===== src/hdl/aes_pkg.sv =====
// AES-128 package: S-box tables, GF(2^8) helpers and round transforms.
// Used by the key expansion unit, the round unit and the top level.
`default_nettype none
package aes_pkg;

    localparam int unsigned NumRounds = 10;
    localparam int unsigned BlockW    = 128;
    localparam int unsigned HalfW     = 64;
    localparam int unsigned RoundW    = 4;

    typedef enum logic [0:0] {
        KIND_ENCRYPT = 1'b0,
        KIND_DECRYPT = 1'b1
    } kind_t;

    typedef enum logic [0:0] {
        CFG_KEY_HIGH = 1'b0,
        CFG_KEY_LOW  = 1'b1
    } cfg_index_t;

    typedef enum logic [1:0] {
        ST_IDLE,
        ST_RUN,
        ST_DONE
    } state_t;

    typedef struct packed {
        logic             start;
        logic             last;
        kind_t            kind;
    } round_ctrl_t;

    function automatic logic [7:0] sbox(input logic [7:0] a);
        logic [7:0] t [256];
        t = '{
        8'h63,8'h7C,8'h77,8'h7B,8'hF2,8'h6B,8'h6F,8'hC5,8'h30,8'h01,8'h67,8'h2B,8'hFE,8'hD7,8'hAB,8'h76,
        8'hCA,8'h82,8'hC9,8'h7D,8'hFA,8'h59,8'h47,8'hF0,8'hAD,8'hD4,8'hA2,8'hAF,8'h9C,8'hA4,8'h72,8'hC0,
        8'hB7,8'hFD,8'h93,8'h26,8'h36,8'h3F,8'hF7,8'hCC,8'h34,8'hA5,8'hE5,8'hF1,8'h71,8'hD8,8'h31,8'h15,
        8'h04,8'hC7,8'h23,8'hC3,8'h18,8'h96,8'h05,8'h9A,8'h07,8'h12,8'h80,8'hE2,8'hEB,8'h27,8'hB2,8'h75,
        8'h09,8'h83,8'h2C,8'h1A,8'h1B,8'h6E,8'h5A,8'hA0,8'h52,8'h3B,8'hD6,8'hB3,8'h29,8'hE3,8'h2F,8'h84,
        8'h53,8'hD1,8'h00,8'hED,8'h20,8'hFC,8'hB1,8'h5B,8'h6A,8'hCB,8'hBE,8'h39,8'h4A,8'h4C,8'h58,8'hCF,
        8'hD0,8'hEF,8'hAA,8'hFB,8'h43,8'h4D,8'h33,8'h85,8'h45,8'hF9,8'h02,8'h7F,8'h50,8'h3C,8'h9F,8'hA8,
        8'h51,8'hA3,8'h40,8'h8F,8'h92,8'h9D,8'h38,8'hF5,8'hBC,8'hB6,8'hDA,8'h21,8'h10,8'hFF,8'hF3,8'hD2,
        8'hCD,8'h0C,8'h13,8'hEC,8'h5F,8'h97,8'h44,8'h17,8'hC4,8'hA7,8'h7E,8'h3D,8'h64,8'h5D,8'h19,8'h73,
        8'h60,8'h81,8'h4F,8'hDC,8'h22,8'h2A,8'h90,8'h88,8'h46,8'hEE,8'hB8,8'h14,8'hDE,8'h5E,8'h0B,8'hDB,
        8'hE0,8'h32,8'h3A,8'h0A,8'h49,8'h06,8'h24,8'h5C,8'hC2,8'hD3,8'hAC,8'h62,8'h91,8'h95,8'hE4,8'h79,
        8'hE7,8'hC8,8'h37,8'h6D,8'h8D,8'hD5,8'h4E,8'hA9,8'h6C,8'h56,8'hF4,8'hEA,8'h65,8'h7A,8'hAE,8'h08,
        8'hBA,8'h78,8'h25,8'h2E,8'h1C,8'hA6,8'hB4,8'hC6,8'hE8,8'hDD,8'h74,8'h1F,8'h4B,8'hBD,8'h8B,8'h8A,
        8'h70,8'h3E,8'hB5,8'h66,8'h48,8'h03,8'hF6,8'h0E,8'h61,8'h35,8'h57,8'hB9,8'h86,8'hC1,8'h1D,8'h9E,
        8'hE1,8'hF8,8'h98,8'h11,8'h69,8'hD9,8'h8E,8'h94,8'h9B,8'h1E,8'h87,8'hE9,8'hCE,8'h55,8'h28,8'hDF,
        8'h8C,8'hA1,8'h89,8'h0D,8'hBF,8'hE6,8'h42,8'h68,8'h41,8'h99,8'h2D,8'h0F,8'hB0,8'h54,8'hBB,8'h16};
        return t[a];
    endfunction

    function automatic logic [7:0] inv_sbox(input logic [7:0] a);
        logic [7:0] t [256];
        t = '{
        8'h52,8'h09,8'h6A,8'hD5,8'h30,8'h36,8'hA5,8'h38,8'hBF,8'h40,8'hA3,8'h9E,8'h81,8'hF3,8'hD7,8'hFB,
        8'h7C,8'hE3,8'h39,8'h82,8'h9B,8'h2F,8'hFF,8'h87,8'h34,8'h8E,8'h43,8'h44,8'hC4,8'hDE,8'hE9,8'hCB,
        8'h54,8'h7B,8'h94,8'h32,8'hA6,8'hC2,8'h23,8'h3D,8'hEE,8'h4C,8'h95,8'h0B,8'h42,8'hFA,8'hC3,8'h4E,
        8'h08,8'h2E,8'hA1,8'h66,8'h28,8'hD9,8'h24,8'hB2,8'h76,8'h5B,8'hA2,8'h49,8'h6D,8'h8B,8'hD1,8'h25,
        8'h72,8'hF8,8'hF6,8'h64,8'h86,8'h68,8'h98,8'h16,8'hD4,8'hA4,8'h5C,8'hCC,8'h5D,8'h65,8'hB6,8'h92,
        8'h6C,8'h70,8'h48,8'h50,8'hFD,8'hED,8'hB9,8'hDA,8'h5E,8'h15,8'h46,8'h57,8'hA7,8'h8D,8'h9D,8'h84,
        8'h90,8'hD8,8'hAB,8'h00,8'h8C,8'hBC,8'hD3,8'h0A,8'hF7,8'hE4,8'h58,8'h05,8'hB8,8'hB3,8'h45,8'h06,
        8'hD0,8'h2C,8'h1E,8'h8F,8'hCA,8'h3F,8'h0F,8'h02,8'hC1,8'hAF,8'hBD,8'h03,8'h01,8'h13,8'h8A,8'h6B,
        8'h3A,8'h91,8'h11,8'h41,8'h4F,8'h67,8'hDC,8'hEA,8'h97,8'hF2,8'hCF,8'hCE,8'hF0,8'hB4,8'hE6,8'h73,
        8'h96,8'hAC,8'h74,8'h22,8'hE7,8'hAD,8'h35,8'h85,8'hE2,8'hF9,8'h37,8'hE8,8'h1C,8'h75,8'hDF,8'h6E,
        8'h47,8'hF1,8'h1A,8'h71,8'h1D,8'h29,8'hC5,8'h89,8'h6F,8'hB7,8'h62,8'h0E,8'hAA,8'h18,8'hBE,8'h1B,
        8'hFC,8'h56,8'h3E,8'h4B,8'hC6,8'hD2,8'h79,8'h20,8'h9A,8'hDB,8'hC0,8'hFE,8'h78,8'hCD,8'h5A,8'hF4,
        8'h1F,8'hDD,8'hA8,8'h33,8'h88,8'h07,8'hC7,8'h31,8'hB1,8'h12,8'h10,8'h59,8'h27,8'h80,8'hEC,8'h5F,
        8'h60,8'h51,8'h7F,8'hA9,8'h19,8'hB5,8'h4A,8'h0D,8'h2D,8'hE5,8'h7A,8'h9F,8'h93,8'hC9,8'h9C,8'hEF,
        8'hA0,8'hE0,8'h3B,8'h4D,8'hAE,8'h2A,8'hF5,8'hB0,8'hC8,8'hEB,8'hBB,8'h3C,8'h83,8'h53,8'h99,8'h61,
        8'h17,8'h2B,8'h04,8'h7E,8'hBA,8'h77,8'hD6,8'h26,8'hE1,8'h69,8'h14,8'h63,8'h55,8'h21,8'h0C,8'h7D};
        return t[a];
    endfunction

    function automatic logic [7:0] xtime(input logic [7:0] a);
        return {a[6:0], 1'b0} ^ (a[7] ? 8'h1B : 8'h00);
    endfunction

    function automatic logic [7:0] rcon(input logic [RoundW-1:0] r);
        logic [7:0] v;
        unique case (r)
            4'd1:    v = 8'h01;
            4'd2:    v = 8'h02;
            4'd3:    v = 8'h04;
            4'd4:    v = 8'h08;
            4'd5:    v = 8'h10;
            4'd6:    v = 8'h20;
            4'd7:    v = 8'h40;
            4'd8:    v = 8'h80;
            4'd9:    v = 8'h1B;
            4'd10:   v = 8'h36;
            default: v = 8'h00;
        endcase
        return v;
    endfunction

    // Byte i of the block sits at bits [127-8i -: 8].
    function automatic logic [7:0] get_byte(input logic [BlockW-1:0] s, input int i);
        return s[BlockW-1-8*i -: 8];
    endfunction

    function automatic logic [BlockW-1:0] shift_rows(input logic [BlockW-1:0] s,
                                                     input logic inverse);
        logic [BlockW-1:0] t;
        t = '0;
        for (int r = 0; r < 4; r++) begin
            for (int c = 0; c < 4; c++) begin
                if (inverse) begin
                    t[BlockW-1-8*(r+4*((c+r)%4)) -: 8] = get_byte(s, r+4*c);
                end else begin
                    t[BlockW-1-8*(r+4*c) -: 8] = get_byte(s, r+4*((c+r)%4));
                end
            end
        end
        return t;
    endfunction

    function automatic logic [31:0] mix_col(input logic [31:0] col, input logic inverse);
        logic [7:0] a [4];
        logic [7:0] x2 [4];
        logic [7:0] x4 [4];
        logic [7:0] x8 [4];
        logic [7:0] m2 [4];
        logic [7:0] m3 [4];
        logic [7:0] m9 [4];
        logic [7:0] mb [4];
        logic [7:0] md [4];
        logic [7:0] me [4];
        logic [31:0] o;
        for (int j = 0; j < 4; j++) begin
            a[j]  = col[31-8*j -: 8];
            x2[j] = xtime(a[j]);
            x4[j] = xtime(x2[j]);
            x8[j] = xtime(x4[j]);
            m2[j] = x2[j];
            m3[j] = x2[j] ^ a[j];
            m9[j] = x8[j] ^ a[j];
            mb[j] = x8[j] ^ x2[j] ^ a[j];
            md[j] = x8[j] ^ x4[j] ^ a[j];
            me[j] = x8[j] ^ x4[j] ^ x2[j];
        end
        for (int r = 0; r < 4; r++) begin
            if (inverse) begin
                o[31-8*r -: 8] = me[r] ^ mb[(r+1)%4] ^ md[(r+2)%4] ^ m9[(r+3)%4];
            end else begin
                o[31-8*r -: 8] = m2[r] ^ m3[(r+1)%4] ^ a[(r+2)%4] ^ a[(r+3)%4];
            end
        end
        return o;
    endfunction

    function automatic logic [BlockW-1:0] mix_columns(input logic [BlockW-1:0] s,
                                                      input logic inverse);
        logic [BlockW-1:0] t;
        for (int c = 0; c < 4; c++) begin
            t[BlockW-1-32*c -: 32] = mix_col(s[BlockW-1-32*c -: 32], inverse);
        end
        return t;
    endfunction

endpackage
`default_nettype wire


===== src/hdl/aes_key_exp.sv =====
// AES-128 key expansion: one round key per cycle into the round-key memory.
// Depends on aes_pkg. Read port is registered and addressed by round number.
`default_nettype none
module aes_key_exp (
    input  wire logic                           aclk,
    input  wire logic                           aresetn,
    input  wire logic                           start,
    input  wire logic [aes_pkg::BlockW-1:0]     key,
    input  wire logic [aes_pkg::RoundW-1:0]     rd_round,
    output logic      [aes_pkg::BlockW-1:0]     rd_key,
    output logic                                busy
);
    import aes_pkg::*;

    logic [HalfW-1:0]  store_hi [NumRounds+1];
    logic [HalfW-1:0]  store_lo [NumRounds+1];
    logic [BlockW-1:0] cur_reg;
    logic [RoundW-1:0] cnt_reg;
    logic              busy_reg;
    logic [BlockW-1:0] wr_data;
    logic [BlockW-1:0] nxt_key;
    logic [RoundW-1:0] rc_idx;
    logic [31:0]       w0, w1, w2, w3, t;

    always_comb begin
        wr_data = start ? key : cur_reg;
        rc_idx  = start ? 4'd1 : (cnt_reg + 4'd1);
        w0 = wr_data[127:96];
        w1 = wr_data[95:64];
        w2 = wr_data[63:32];
        w3 = wr_data[31:0];
        t  = {sbox(w3[23:16]) ^ rcon(rc_idx), sbox(w3[15:8]),
              sbox(w3[7:0]), sbox(w3[31:24])};
        nxt_key[127:96] = w0 ^ t;
        nxt_key[95:64]  = w1 ^ w0 ^ t;
        nxt_key[63:32]  = w2 ^ w1 ^ w0 ^ t;
        nxt_key[31:0]   = w3 ^ w2 ^ w1 ^ w0 ^ t;
    end

    always_ff @(posedge aclk) begin
        if (!aresetn) begin
            busy_reg <= 1'b0;
            cnt_reg  <= '0;
        end else if (start) begin
            busy_reg <= 1'b1;
            cnt_reg  <= 4'd1;
        end else if (busy_reg) begin
            cnt_reg  <= cnt_reg + 4'd1;
            busy_reg <= (cnt_reg != RoundW'(NumRounds));
        end
    end

    logic [RoundW-1:0] wr_idx;
    assign wr_idx = start ? '0 : cnt_reg;

    always_ff @(posedge aclk) begin
        if (start || busy_reg) begin
            store_hi[wr_idx] <= wr_data[127:64];
            store_lo[wr_idx] <= wr_data[63:0];
            cur_reg          <= nxt_key;
        end
        rd_key <= {store_hi[rd_round], store_lo[rd_round]};
    end

    assign busy = busy_reg;
endmodule
`default_nettype wire


===== config.mk =====
export PLATFORM = sky130hd
export DESIGN_NAME = aes_key_exp
export DESIGN_NICKNAME = d
export VERILOG_FILES = /design/src/hdl/aes_pkg.sv /design/src/hdl/aes_key_exp.sv
export SDC_FILE = /design/constraint.sdc
export NUM_CORES = 2
export LEC_CHECK = 0
export BUFFER_PORTS_ARGS = -buffer_cell sky130_fd_sc_hd__buf_4
export CORE_UTILIZATION = 55
export CTS_CLUSTER_DIAMETER = 150
export DETAILED_ROUTE_END_ITERATION = 10
export PLACE_DENSITY_LB_ADDON = 0.12
export SETUP_SLACK_MARGIN = 0.5
export SYNTH_ARGS = -nofsm -noshare
export SYNTH_HDL_FRONTEND = slang
export SYNTH_SLANG_ARGS = --single-unit

===== constraint.sdc =====
create_clock -name aclk -period 21.7 [get_ports aclk]
set_clock_uncertainty 0.1 [all_clocks]
set_input_delay 1.085 -clock aclk [delete_from_list [all_inputs] [get_ports aclk]]
set_output_delay 1.085 -clock aclk [all_outputs]
set_load 0.05 [all_outputs]

# Yosys cells after proc, flatten, opt, wreduce, memory -nomap -nowiden
# Memory sizes are Yosys's and may differ from the RTL's. A register that Yosys moved wholly into a read port is not among the register bits.
# Cells that the tools add are included.
# classes
n_eq_ne	1
n_mux	17
bitwise_logic	16
add_sub_neg	1
order_cmp	4
n_reduce_logical	3
# op_table
op	n
$xor A32 B32 Y32	10
$mux W128	1
$mux W8	8
$ge A9 B9 Y1 const B	4
$not A8 Y9	4
$mux W4	2
$xor A8 B8 Y8	1
$mux W1	6
$add A4 B1 Y4 const B	1
$ne A4 B4 Y1 const B	1
$reduce_bool A2 Y1	1
$reduce_or A2 Y1	1
$logic_or A1 B1 Y1	1
$not A1 Y1	1
# word_totals
n_memories	7
regBits	133
word_cells	53
ram_bits	1408
romBits	8320
# memory_table
name	depth	width	read_ports	rd_clocked_by_memory_dff	wr	line	source
(no name shown)	256	8	1	0	0	aes_pkg.sv:52	return t[a];
(no name shown)	256	8	1	0	0	aes_pkg.sv:52	
(no name shown)	256	8	1	0	0	aes_pkg.sv:52	
(no name shown)	256	8	1	0	0	aes_pkg.sv:52	
store_hi	11	64	1	1	1	aes_key_exp.sv:15	logic [HalfW-1:0] store_hi [NumRounds+1];
store_lo	11	64	1	1	1	aes_key_exp.sv:16	logic [HalfW-1:0] store_lo [NumRounds+1];
1 more memories	--	--	--	--	--	--	

# Longest topological paths before layout
# depth
depth_word	7
ltp_mapped	21

# Worst setup path before layout
# OpenSTA, ideal clock, no wires.
# synth_path
path_type	input to register
from	in start
to	mem store_hi[4][0] (enable)
arrival_ps	14481
stages	8
slack_ps	6190
cell_sequence	buf_6 -> buf_4 -> inv_2 -> buf_2 -> clkbuf_1 -> buf_1 -> nand2_1 -> nor4_1
# synth_between
elab_chain_len	3
word_cells_on_any_way	4
classes_between	mux: 3; reduce/logical: 1
# synth_lines
item	line	source
start: declaration	aes_key_exp.sv:7	input wire logic start,
$logic_or A1 B1 Y1	aes_key_exp.sv:57	if (start || busy_reg) begin
$mux W1	aes_key_exp.sv:57	
$mux W1 (not written as such)	aes_key_exp.sv:58	store_hi[wr_idx] <= wr_data[127:64];
end: declaration	aes_key_exp.sv:15	
# Several ways; a longest one is shown, not always the timed one.

# Worst setup path in the final report
# layout_path
from	in start
to	reg cur_reg[18] (data pin)
# layout_between
elab_chain_len	6
word_cells_on_any_way	9
classes_between	mux: 3; bitwise: 5; memory: 1
# layout_lines
item	line	source
$mux W128 (*)	aes_key_exp.sv:26	wr_data = start ? key : cur_reg;
$not A8 Y9 (not written as such)	aes_pkg.sv:52	
$mem_v2 Z256 W8	--	
$mux W8 (not written as such) (2 in a row)	aes_pkg.sv:52	
$xor A32 B32 Y32 (*)	aes_key_exp.sv:37	nxt_key[31:0] = w3 ^ w2 ^ w1 ^ w0 ^ t;
via nxt_key[18]	aes_key_exp.sv:21	logic [BlockW-1:0] nxt_key;
end signal: assignment	aes_key_exp.sv:60	cur_reg <= nxt_key;
end: declaration	aes_key_exp.sv:17	logic [BlockW-1:0] cur_reg;
# Mark *: on every way through the listed nets, which the timed path passes. The rest lies on a longest branch. The select of a mux whose other input is x is not followed.
# A chain may end at the register's enable or synchronous reset.

==> results.toml <==
[status]
outcome = "completed"

[route]
wl_per_cell_um = 34.6
drt_first_iter_violations = 8834
final_antenna_net_count = 0
drc = 0
dr.pass1.iters = 9
vias = 53400
finalWirelength_mm = 262
via_per_inst = 7.06

[yosys]
synth_top_area_share = 0.582
synthFlopType = "edfxtp_1"
yosysSeqAreaShare = 0.615
synth_warnings = 0
syn_inst = 5369
synth.area.top_cells = "edfxtp_1 (58%), mux4_2 (11%), dfxtp_1 (3.4%), mux2_2 (2.6%), mux2i_1 (1.5%)"
synth_nets = 5564
synth_area_leader_cell = "edfxtp_1"
ys_ff_latch = 1669
synth-edff-count = 1536
synth.distinct_cells = 98
syn-cell-area_um2 = 79300
avgSynthCellArea_um2 = 14.8
async_reset_ff_frac = 0

[floorplan]
fp-row-count = 138
coreArea_um2 = 142000
fp.dieH_um = 382
die_width_um = 382
io_pins = 264
die_area_um2 = 146000
start_util = 0.557

[placement]
dp_hpwl_mm = 164
port_buffers = 263
dpl.cell_count = 7247
gp_congestion = 1.06

[finish]
fillers = 10400
drive_above_1_share = 0.240
fin_nets = 5723
instances_no_fill = 7568
top_regs = "store_hi: 704 flops, store_lo: 704 flops"
fin_util = 0.625
synthToLayoutAreaGrowth_pct = 12.3

[worst_setup_path]
crit-reg2reg-launch = "cur_reg[25]$_DFFE_PP_"
worstReg2RegEnd = "cur_reg[0]$_DFFE_PP_"
worstSetupEndpoint = "cur_reg[18]$_DFFE_PP_"
cp-start-kind = "input pin"
crit_path_end_kind = "flip-flop"
crit_fanout = 121
r2r_cells = 12
startpoint = "start"
required_ns = 22.11
reg2reg_slack_ns = 15.53
worstPathArrival_ns = 7.23
path_class = "in -> reg"

[job]
drv_cap = 0

[clock_tree]
h-tree-depth = 4
clk_pin_slew_worst_paths_ns = 0.06
hold_buffers = 0
cts_setup_buffers = 0
clock-root-buffer = "clkbuf_16"
cts_resized = 0
cts.sinks = 1669
worstSkewPairLatency_ns = 0.81
cts_buffer_depth = 3
cts_made_buffers = 169
cts_tree = "done"

[timing]
fmax_ghz = 0.147
slew_headroom = 0.126
rsz0062_at_grt = "no"
slew_viol_final = 0
setup-tns-final_ns = 0
hold_violations = 0
finalCritPeriodShare = 0.314
fin_crit_ns = 6.82
setup_viol = 0
worstMarginPinSlew_ns = 1.27

[worst_hold_path]
hold_path.class = "reg -> reg"

[pwr]
ir_drop_mv = 0.118
cellPowerDensity_nw_per_um2 = 127
p_leak_nw = 29.9

[global_routing]
grt_pass1_wl_mm = 374
antenna_found_initial = 10
grt_pass1_vias = 51100
track_usage = 0.357
grt_overflow = 0
grt_max_degree = 122
==> cells in the mapped netlist (all sizes together), types with 19 or more instances <==
cell type / instances
nand3: 75
o32ai: 19
o22ai: 87
nand2: 275
nand2b: 46
a22oi: 31
edfxtp: 1536
inv: 141
o211ai: 90
o21ai: 239
and2: 24
o311ai: 24
mux4: 386
mux2i: 137
o31ai: 28
nor2b: 56
nor2: 253
a211oi: 89
a221oi: 43
o221ai: 45
nor3: 83
buf: 217
dfxtp: 133
xor2: 49
a311oi: 19
mux2: 185
ha: 60
o2111ai: 26
a31oi: 47
a21oi: 233
clkbuf: 206
xnor2: 127
==> logic make-up (layout without fill, tap and decap cells) <==
family,Yosys count,count (layout),synth area share
AO/OA/AOI/OAI,1238,1238,0.108
XOR/XNOR,194,194,0.0260
adder cells (fa/ha/maj),60,60,0.00947
buffers and inverters,574,879,0.0312
flip-flops,1669,1669,0.615
multiplexers,708,708,0.155
other,0,4,0
AND/OR/NAND/NOR,926,926,0.0551
==> stage by stage <==
stage | total power [mW] | hold WS [ns] | area (µm²) | worst slack, ns
2_1_floorplan | 6.70 | 0.418 | 79300 | 6.19
3_3_place_gp | 8.14 | 0.438 | 83100 | 14.24
3_5_place_dp | 8.13 | 0.441 | 83100 | 14.31
4_1_cts | 11.1 | 0.377 | 89000 | 15.12
5_1_grt | 11.6 | 0.427 | 89000 | 14.79
6_report | 11.3 | 0.431 | 89000 | 14.88
==> worst min path at each step <==
stage	slack, ns	end	cells after the start	start
after floorplan	0.42	cnt_reg[1]$_SDFFE_PP0P_	2	cnt_reg[1]$_SDFFE_PP0P_
after global placement	0.44	rd_key[126]$_DFF_P_	1	store_hi[10][62]$_DFFE_PP_
after detailed placement	0.44	rd_key[112]$_DFF_P_	1	store_hi[10][48]$_DFFE_PP_
after CTS	0.38	busy$_SDFF_PN0_	2	aresetn
after global routing	0.43	busy$_SDFF_PN0_	2	aresetn
final	0.43	rd_key[90]$_DFF_P_	1	store_hi[10][26]$_DFFE_PP_
==> routing by layer <==
metal / GRT usage / share of wire
met1: 0.531 / 0.41
met2: 0.527 / 0.44
met3: 0.0757 / 0.11
met4: 0.113 / 0.036
met5: 0 / 0.000080
==> layout make-up <==
cell class              count  area [µm²]  area share
multi-input cells        3126       28200       0.317
well taps                1890        2360      0.0266
clock buffers             233        4770      0.0536
repair buffers            411        3150      0.0354
diodes                      4        10.0    0.000112
inverters                 151         567     0.00637
clock inverters            84        1150      0.0129
flip-flops and latches   1669       48800       0.548
==> worst max-delay path, stage by stage <==
cell and delay, ns:
buf_8 0.50, buf_12 0.56, mux2i_4 0.51, ha_1 0.81
clkinv_1 0.58, o311ai_0 1.02, a221o_1 0.24, a41o_1 0.20
o211ai_1 0.09, mux2i_1 0.37, xnor2_1 0.17, xnor2_1 0.61
xnor3_1 0.34
==> power breakdown <==
group / switching [mW] / leakage, nW / internal, mW
logic: 2.79 / 11.9 / 1.22
clock network: 1.27 / 2.87 / 1.74
registers: 0.152 / 15.2 / 4.09
==> placed cells by master, fill, tap and decap left out, drive strengths merged, types with 17 or more instances in the layout <==
cell type / netlist / layout
clkinv: 10 / 68
a211oi: 89 / 89
a32oi: 17 / 17
o22ai: 87 / 87
nand3: 75 / 75
edfxtp: 1536 / 1536
xnor3: 18 / 18
mux4: 386 / 386
o32ai: 19 / 19
nor2b: 56 / 56
ha: 60 / 60
o221ai: 45 / 45
nor3: 83 / 83
nand2b: 46 / 46
a221oi: 43 / 43
xor2: 49 / 49
a311oi: 19 / 19
mux2i: 137 / 137
a21o: 18 / 18
clkbuf: 206 / 234
mux2: 185 / 185
dfxtp: 133 / 133
xnor2: 127 / 127
a22oi: 31 / 31
a31oi: 47 / 47
and2: 24 / 24
nor2: 253 / 253
buf: 217 / 410
o211ai: 90 / 90
o21ai: 239 / 239
nand2: 275 / 275
o31ai: 28 / 28
o2111ai: 26 / 26
inv: 141 / 148
a21oi: 233 / 233
o311ai: 24 / 24
No activity file was read; power rests on OpenSTA's default activity.
